[config.mk]
export PLATFORM = sky130hd
export DESIGN_NAME = jtag_tap_state_tracker
export DESIGN_NICKNAME = d
export VERILOG_FILES = /design/src/rtl/core/jtt_pkg.sv /design/src/rtl/core/jtt_dp.sv /design/src/rtl/core/jtt_ctrl.sv /design/src/rtl/core/jtag_tap_state_tracker.sv
export SDC_FILE = /design/constraint.sdc
export NUM_CORES = 1
export LEC_CHECK = 0
export BUFFER_PORTS_ARGS = -buffer_cell sky130_fd_sc_hd__buf_4
export CAP_MARGIN = 20
export CORE_MARGIN = 3
export CORE_UTILIZATION = 40
export CTS_BUF_LIST = sky130_fd_sc_hd__clkbuf_16
export DETAILED_ROUTE_END_ITERATION = 8
export GPL_ROUTABILITY_DRIVEN = 0
export SYNTH_ARGS = -nofsm -noshare
export SYNTH_HDL_FRONTEND = slang
export SYNTH_HIERARCHICAL = 1
export SYNTH_SLANG_ARGS = --single-unit
[constraint.sdc]
create_clock -name clk -period 2.7 [get_ports clk]
set_input_delay 0.135 -clock clk [delete_from_list [all_inputs] [get_ports clk]]
set_output_delay 0.135 -clock clk [all_outputs]
set_load 0.1 [all_outputs]
[src/rtl/core/jtt_pkg.sv]
// Shared types, constants and TAP next-state function for the TAP state tracker.
package jtt_pkg;

  typedef enum logic [3:0] {
    TAP_RESET = 4'd0,
    TAP_IDLE  = 4'd1,
    TAP_SELDR = 4'd2,
    TAP_CAPDR = 4'd3,
    TAP_SHDR  = 4'd4,
    TAP_EX1DR = 4'd5,
    TAP_PDR   = 4'd6,
    TAP_EX2DR = 4'd7,
    TAP_UPDR  = 4'd8,
    TAP_SELIR = 4'd9,
    TAP_CAPIR = 4'd10,
    TAP_SHIR  = 4'd11,
    TAP_EX1IR = 4'd12,
    TAP_PIR   = 4'd13,
    TAP_EX2IR = 4'd14,
    TAP_UPIR  = 4'd15
  } tap_st_t;

  localparam logic [3:0] MaxBits      = 4'd8;
  localparam logic [7:0] QuirkIrBits  = 8'h17;
  localparam logic [3:0] QuirkIrCount = 4'd5;
  localparam logic [7:0] QuirkDrBits  = 8'h6b;
  localparam logic [3:0] QuirkDrCount = 4'd4;

  // Controller to datapath commands.
  typedef struct packed {
    logic load;
    logic step;
    logic push;
  } jtt_cmd_t;

  // Datapath to controller status.
  typedef struct packed {
    logic done;
  } jtt_stat_t;

  function automatic tap_st_t tap_next(input tap_st_t st, input logic tms);
    tap_st_t nxt;
    nxt = TAP_RESET;
    unique case (st)
      TAP_RESET: nxt = tms ? TAP_RESET : TAP_IDLE;
      TAP_IDLE:  nxt = tms ? TAP_SELDR : TAP_IDLE;
      TAP_SELDR: nxt = tms ? TAP_SELIR : TAP_CAPDR;
      TAP_CAPDR: nxt = tms ? TAP_EX1DR : TAP_SHDR;
      TAP_SHDR:  nxt = tms ? TAP_EX1DR : TAP_SHDR;
      TAP_EX1DR: nxt = tms ? TAP_UPDR  : TAP_PDR;
      TAP_PDR:   nxt = tms ? TAP_EX2DR : TAP_PDR;
      TAP_EX2DR: nxt = tms ? TAP_UPDR  : TAP_SHDR;
      TAP_UPDR:  nxt = tms ? TAP_SELDR : TAP_IDLE;
      TAP_SELIR: nxt = tms ? TAP_RESET : TAP_CAPIR;
      TAP_CAPIR: nxt = tms ? TAP_EX1IR : TAP_SHIR;
      TAP_SHIR:  nxt = tms ? TAP_EX1IR : TAP_SHIR;
      TAP_EX1IR: nxt = tms ? TAP_UPIR  : TAP_PIR;
      TAP_PIR:   nxt = tms ? TAP_EX2IR : TAP_PIR;
      TAP_EX2IR: nxt = tms ? TAP_UPIR  : TAP_SHIR;
      TAP_UPIR:  nxt = tms ? TAP_SELDR : TAP_IDLE;
      default:   nxt = TAP_RESET;
    endcase
    return nxt;
  endfunction

endpackage

[src/rtl/core/jtt_dp.sv]
// Datapath: tracked TAP state, TMS shift register, bit counter and result register.
module jtt_dp (
  input  logic               clk,
  input  logic               rst_n,
  input  jtt_pkg::jtt_cmd_t  cmd,
  output jtt_pkg::jtt_stat_t stat,
  input  logic [7:0]         in_tms_bits,
  input  logic [3:0]         in_bit_count,
  input  logic               in_whole_message,
  output logic [3:0]         res_tap_state,
  output logic               res_skipped
);

  jtt_pkg::tap_st_t tap_cur_r, tap_cur_nxt;
  logic [7:0]       bits_r, bits_nxt;
  logic [3:0]       cnt_r, cnt_nxt;
  logic             skip_r, skip_nxt;
  logic [3:0]       res_state_r, res_state_nxt;
  logic             res_skip_r, res_skip_nxt;
  logic             quirk;
  logic [3:0]       sat_cnt;

  always_comb begin
    quirk = in_whole_message &&
            (((tap_cur_r == jtt_pkg::TAP_EX1IR) && (in_bit_count == jtt_pkg::QuirkIrCount) &&
              (in_tms_bits == jtt_pkg::QuirkIrBits)) ||
             ((tap_cur_r == jtt_pkg::TAP_EX1DR) && (in_bit_count == jtt_pkg::QuirkDrCount) &&
              (in_tms_bits == jtt_pkg::QuirkDrBits)));
    sat_cnt = (in_bit_count > jtt_pkg::MaxBits) ? jtt_pkg::MaxBits : in_bit_count;
  end

  always_comb begin
    tap_cur_nxt   = tap_cur_r;
    bits_nxt      = bits_r;
    cnt_nxt       = cnt_r;
    skip_nxt      = skip_r;
    res_state_nxt = res_state_r;
    res_skip_nxt  = res_skip_r;
    if (cmd.load) begin
      bits_nxt = in_tms_bits;
      skip_nxt = quirk;
      // drop the whole beat on a quirk match
      cnt_nxt  = quirk ? 4'd0 : sat_cnt;
    end else if (cmd.step) begin
      tap_cur_nxt = jtt_pkg::tap_next(tap_cur_r, bits_r[0]);
      bits_nxt    = {1'b0, bits_r[7:1]};
      cnt_nxt     = cnt_r - 4'd1;
    end
    if (cmd.push) begin
      res_state_nxt = tap_cur_r;
      res_skip_nxt  = skip_r;
    end
  end

  always_ff @(posedge clk) begin
    if (!rst_n) begin
      tap_cur_r <= jtt_pkg::TAP_IDLE;
      cnt_r     <= 4'd0;
    end else begin
      tap_cur_r <= tap_cur_nxt;
      cnt_r     <= cnt_nxt;
    end
  end

  always_ff @(posedge clk) begin
    bits_r      <= bits_nxt;
    skip_r      <= skip_nxt;
    res_state_r <= res_state_nxt;
    res_skip_r  <= res_skip_nxt;
  end

  assign stat.done     = (cnt_r == 4'd0);
  assign res_tap_state = res_state_r;
  assign res_skipped   = res_skip_r;

`ifndef SYNTHESIS
  a_cnt_range: assert property (@(posedge clk) disable iff (!rst_n)
    cnt_r <= jtt_pkg::MaxBits)
    else $error("bit counter out of range");
  a_skip_no_steps: assert property (@(posedge clk) disable iff (!rst_n)
    cmd.load && quirk |=> cnt_r == 4'd0)
    else $error("skipped beat still has bits to apply");
  a_skip_holds_state: assert property (@(posedge clk) disable iff (!rst_n)
    cmd.load && quirk |=> $stable(tap_cur_r))
    else $error("skipped beat changed the tracked state");
`endif

endmodule

[src/rtl/core/jtt_ctrl.sv]
// Controller: sequences load, per-bit steps and result push; owns the result valid flag.
module jtt_ctrl (
  input  logic               clk,
  input  logic               rst_n,
  input  logic               in_valid,
  output logic               in_stall,
  output logic               out_valid,
  input  logic               out_stall,
  input  jtt_pkg::jtt_stat_t stat,
  output jtt_pkg::jtt_cmd_t  cmd
);

  typedef enum logic [1:0] {
    C_IDLE = 2'b01,
    C_RUN  = 2'b10
  } ctrl_st_t;

  ctrl_st_t state_r, state_nxt;
  logic     out_valid_r, out_valid_nxt;
  logic     slot_free;

  assign slot_free = !out_valid_r || !out_stall;

  always_comb begin
    state_nxt = state_r;
    cmd       = '0;
    unique case (state_r)
      C_IDLE: begin
        if (in_valid) begin
          cmd.load  = 1'b1;
          state_nxt = C_RUN;
        end
      end
      C_RUN: begin
        if (!stat.done) begin
          cmd.step = 1'b1;
        end else if (slot_free) begin
          cmd.push  = 1'b1;
          state_nxt = C_IDLE;
        end
      end
      default: state_nxt = C_IDLE;
    endcase
  end

  always_comb begin
    out_valid_nxt = out_valid_r;
    if (cmd.push) begin
      out_valid_nxt = 1'b1;
    end else if (!out_stall) begin
      out_valid_nxt = 1'b0;
    end
  end

  always_ff @(posedge clk) begin
    if (!rst_n) begin
      state_r     <= C_IDLE;
      out_valid_r <= 1'b0;
    end else begin
      state_r     <= state_nxt;
      out_valid_r <= out_valid_nxt;
    end
  end

  assign in_stall  = (state_r != C_IDLE);
  assign out_valid = out_valid_r;

`ifndef SYNTHESIS
  a_run_until_done: assert property (@(posedge clk) disable iff (!rst_n)
    (state_r == C_RUN) && !stat.done |=> state_r == C_RUN)
    else $error("left run before all bits applied");
  a_push_sets_valid: assert property (@(posedge clk) disable iff (!rst_n)
    cmd.push |=> out_valid_r)
    else $error("pushed result not presented");
  a_push_when_done: assert property (@(posedge clk) disable iff (!rst_n)
    cmd.push |-> stat.done && !cmd.step && !cmd.load)
    else $error("result pushed while bits remain");
`endif

endmodule

[src/rtl/core/jtag_tap_state_tracker.sv]
// Top level of the JTAG TAP state tracker: controller plus datapath.
//
//   channel  direction  handshake            payload
//   in_      input      in_valid / in_stall  tms_bits[7:0], bit_count[3:0], whole_message
//   out_     output     out_valid/out_stall  tap_state[3:0], skipped
//
// A beat is loaded, then stepped once per TMS bit through the single next-state
// step for n bits, n the saturated count (0..8), then pushed once the output is free.
// A quirk match or a zero count gives n = 0. The output register frees the input
// side: the next beat is loaded while a result still waits on out_stall.
// Reset (rst_n low, synchronous) puts the tracked state in run-test/idle.
module jtag_tap_state_tracker (
  input  logic       clk,
  input  logic       rst_n,
  input  logic       in_valid,
  output logic       in_stall,
  input  logic [7:0] in_tms_bits,
  input  logic [3:0] in_bit_count,
  input  logic       in_whole_message,
  output logic       out_valid,
  input  logic       out_stall,
  output logic [3:0] out_tap_state,
  output logic       out_skipped
);

  jtt_pkg::jtt_cmd_t  cmd;
  jtt_pkg::jtt_stat_t stat;

  jtt_ctrl u_ctrl (
    .clk       (clk),
    .rst_n     (rst_n),
    .in_valid  (in_valid),
    .in_stall  (in_stall),
    .out_valid (out_valid),
    .out_stall (out_stall),
    .stat      (stat),
    .cmd       (cmd)
  );

  jtt_dp u_dp (
    .clk              (clk),
    .rst_n            (rst_n),
    .cmd              (cmd),
    .stat             (stat),
    .in_tms_bits      (in_tms_bits),
    .in_bit_count     (in_bit_count),
    .in_whole_message (in_whole_message),
    .res_tap_state    (out_tap_state),
    .res_skipped      (out_skipped)
  );

endmodule

==> metrics.txt <==
placed inst area 1529 um^2; number of global-route vias before repair 914; Period minus WS final 2.023 ns; CP required 2.90 ns; TritonCTS Sinks 25; crit path max fanout 8; Layout area overhead 20.43%; power per cell area 544.6 nW/um^2; clock skew 0.001276 ns; number of synthesized flops with an enable pin 14; Final WS setup 0.6768 ns; Power Total 875.7 uW; Final TNS setup 0 ns; combinational share of power 13.5%; Top FF cell, synth edfxtp_1; Place WS 0.7213 ns; Final #Nets 169; Crit. End Element flip-flop; ant diodes 0; initial antenna violation count 0; Clk pwr share 36.5%; drt total wl 2.435 mm; Worst-path clk slew 0.06 ns; sw power 197.7 uW; area occupied by registers 640.6 um^2; Worst Path Buf+Inv 2; Multi-input gate area 626.9 um^2; cts repair resizes 0; fillers 274; ys async rst share 0%; internal power 678.0 uW; Slew headroom 63.65%; Seq/Total Area, Yosys 47.99%; largest net degree at the start of global routing 15; number of port buffers 23; P_leak 0.0006099 uW; cell mode on critical path nor3b_1; sw frac 22.57%; final setup violation count 0; Slew @ Worst Pin 0.5432 ns; cells along the critical path inv_1, ha_1, nor3b_1, nor3b_1, buf_4, nor2b_1, a21oi_1, a31oi_1, o211a_1; Max-cap violations 0; DRT Pass-1 Iters 4; Fmax achieved 494.3 MHz; period utilization 74.94%; unrepaired setup endpoints after global routing no; Synthesized Nets 147; Die X 63.77 um; status completed; Die Area 4067 um^2; first-pass GRT wire length 4.071 mm; CTS tree done; CTS Buffer Depth 2; Synth cell types 46; DRT antenna net count 0; Initial Util 42.68%; Crit path max-delay family simple AND/OR/NAND/NOR gates; via count 1000; CTS root buf clkbuf_16; Tot GR Track Use 12.72%; commonest cells after routing, fill and taps aside buf_4, edfxtp_1, nand2_1, dfxtp_1; share of layout cells above drive strength 1 27.33%; core area 3128 um^2; Skew-Pair Late Insertion Delay 0.25 ns; Gate Count Post-Synth 129; FF+latch count, synth 25; critical path's slowest cell dfxtp_1; hpwl dp 1.765 mm; Slowest Stage Delay on Critical Path 0.37 ns; Pins Over Slew Limit 0; Hold-fix buffers, CTS 0; most common cell after layout, fill and taps aside buf_4; residual overflow from global routing 0; Ys Warns 6; crit path kind reg -> reg; Mapped Area 1335 um^2; Flop pwr share 50.1%; starting DRC count in detailed routing 21; H-tree levels 1; Post-CTS Setup Inserts 0; Num CTS Buffers 3; via/cell ratio 5.155; # rows 20; hold_ws 0.1450 ns; Post-route DRC 0; wire per inst 12.55 um; worst hold path class in -> reg; crit start category flip-flop; Die Span Y 63.77 um; post-route cell area 1608 um^2; final hold violations 0; VDD IR max 225.0 uV; synthesized area per cell 10.35 um^2; r2r setup slk 0.68 ns; num ports 24; WP data arrival 2.23 ns
-- state kept, by name, summed over array words and instances (netlist names) --
signal / count
u_dp/skip_r: 1
u_dp/tap_cur_r: 4
u_dp/res_tap_state: 4
u_dp/cnt_r: 4
u_dp/bits_r: 8
u_ctrl/state_r: 2
u_ctrl/out_valid: 1
u_dp/res_skipped: 1
-- cell families after synthesis --
family | Yosys count | share of synthesized area (%)
buf+inv | 13 | 5.061
mux | 7 | 5.905
flops | 25 | 47.98
compound gates | 32 | 16.87
xor+xnor | 4 | 2.625
fa+ha+maj | 1 | 0.9371
simple gates | 47 | 20.62
-- per-layer routing --
metal  global-route usage, %  up-vias  wire length (um)
li1                        -      513                 -
met1                   16.33      451              1196
met5                       0        -                 0
met2                   20.60       32              1083
met4                   6.469        0                39
met3                   2.109        4               115
-- metrics by stage --
step	cells	util, %
6_report	194	51.40
5_1_grt	194	51.40
4_1_cts	194	51.40
2_1_floorplan	129	-
3_3_place_gp	190	48.88
3_5_place_dp	190	48.88
-- cell usage after synthesis, drive strengths merged, types with 2 or more instances --
library cell | instances | area (um^2)
o21ai | 8 | 40.04
dfxtp | 11 | 220.2
nor2 | 6 | 22.52
buf | 4 | 33.78
a31oi | 2 | 12.51
edfxtp | 14 | 420.4
nand2 | 13 | 48.80
nor2b | 2 | 12.51
mux2 | 7 | 78.83
and4b | 2 | 21.27
nand2b | 3 | 18.77
xnor2 | 3 | 26.28
inv | 5 | 18.77
a21oi | 8 | 40.04
nand3 | 3 | 15.01
nor3b | 2 | 15.01
clkbuf | 4 | 15.01
and2 | 3 | 18.77
nor3 | 2 | 10.01
o22ai | 4 | 25.02
-- power by group through the flow --
| stage | Combinational (uW) | Clock, uW | Sequential, uW |
|---|---|---|---|
| 2_1_floorplan | 80.4 | 0 | 448 |
| 5_1_grt | 129 | 342 | 441 |
| 6_report | 118 | 319 | 438 |
| 3_3_place_gp | 118 | 0 | 445 |
| 3_5_place_dp | 119 | 0 | 446 |
| 4_1_cts | 119 | 327 | 438 |
-- path summary, 6_finish.rpt --
check / endpoint / startpoint / cells past startpoint
worst max-delay path: u_dp/tap_cur_r[3] / u_dp/cnt_r[0] / 9
worst max register to register: u_dp/tap_cur_r[3] / u_dp/cnt_r[0] / 9
worst min register to register: u_dp/res_skipped / u_dp/skip_r / 0
worst min-delay path: u_ctrl/out_valid / out_stall / 3
-- layout make-up --
type	count	share of cell area (%)
sequential	25	39.84
multi-input combinational	91	38.99
timing repair buffer	25	11.67
clock buffer	3	4.669
tap	44	3.424
inverter	5	1.167
clock inverter	1	0.2335
-- worst reg2reg max path, stage by stage (launching register included) --
cell,delay [ns]
dfxtp_1,0.37
inv_1,0.06
ha_1,0.20
nor3b_1,0.16
nor3b_1,0.18
buf_4,0.18
nor2b_1,0.37
a21oi_1,0.12
a31oi_1,0.17
o211a_1,0.16
Power figures use the tool's default switching activity.
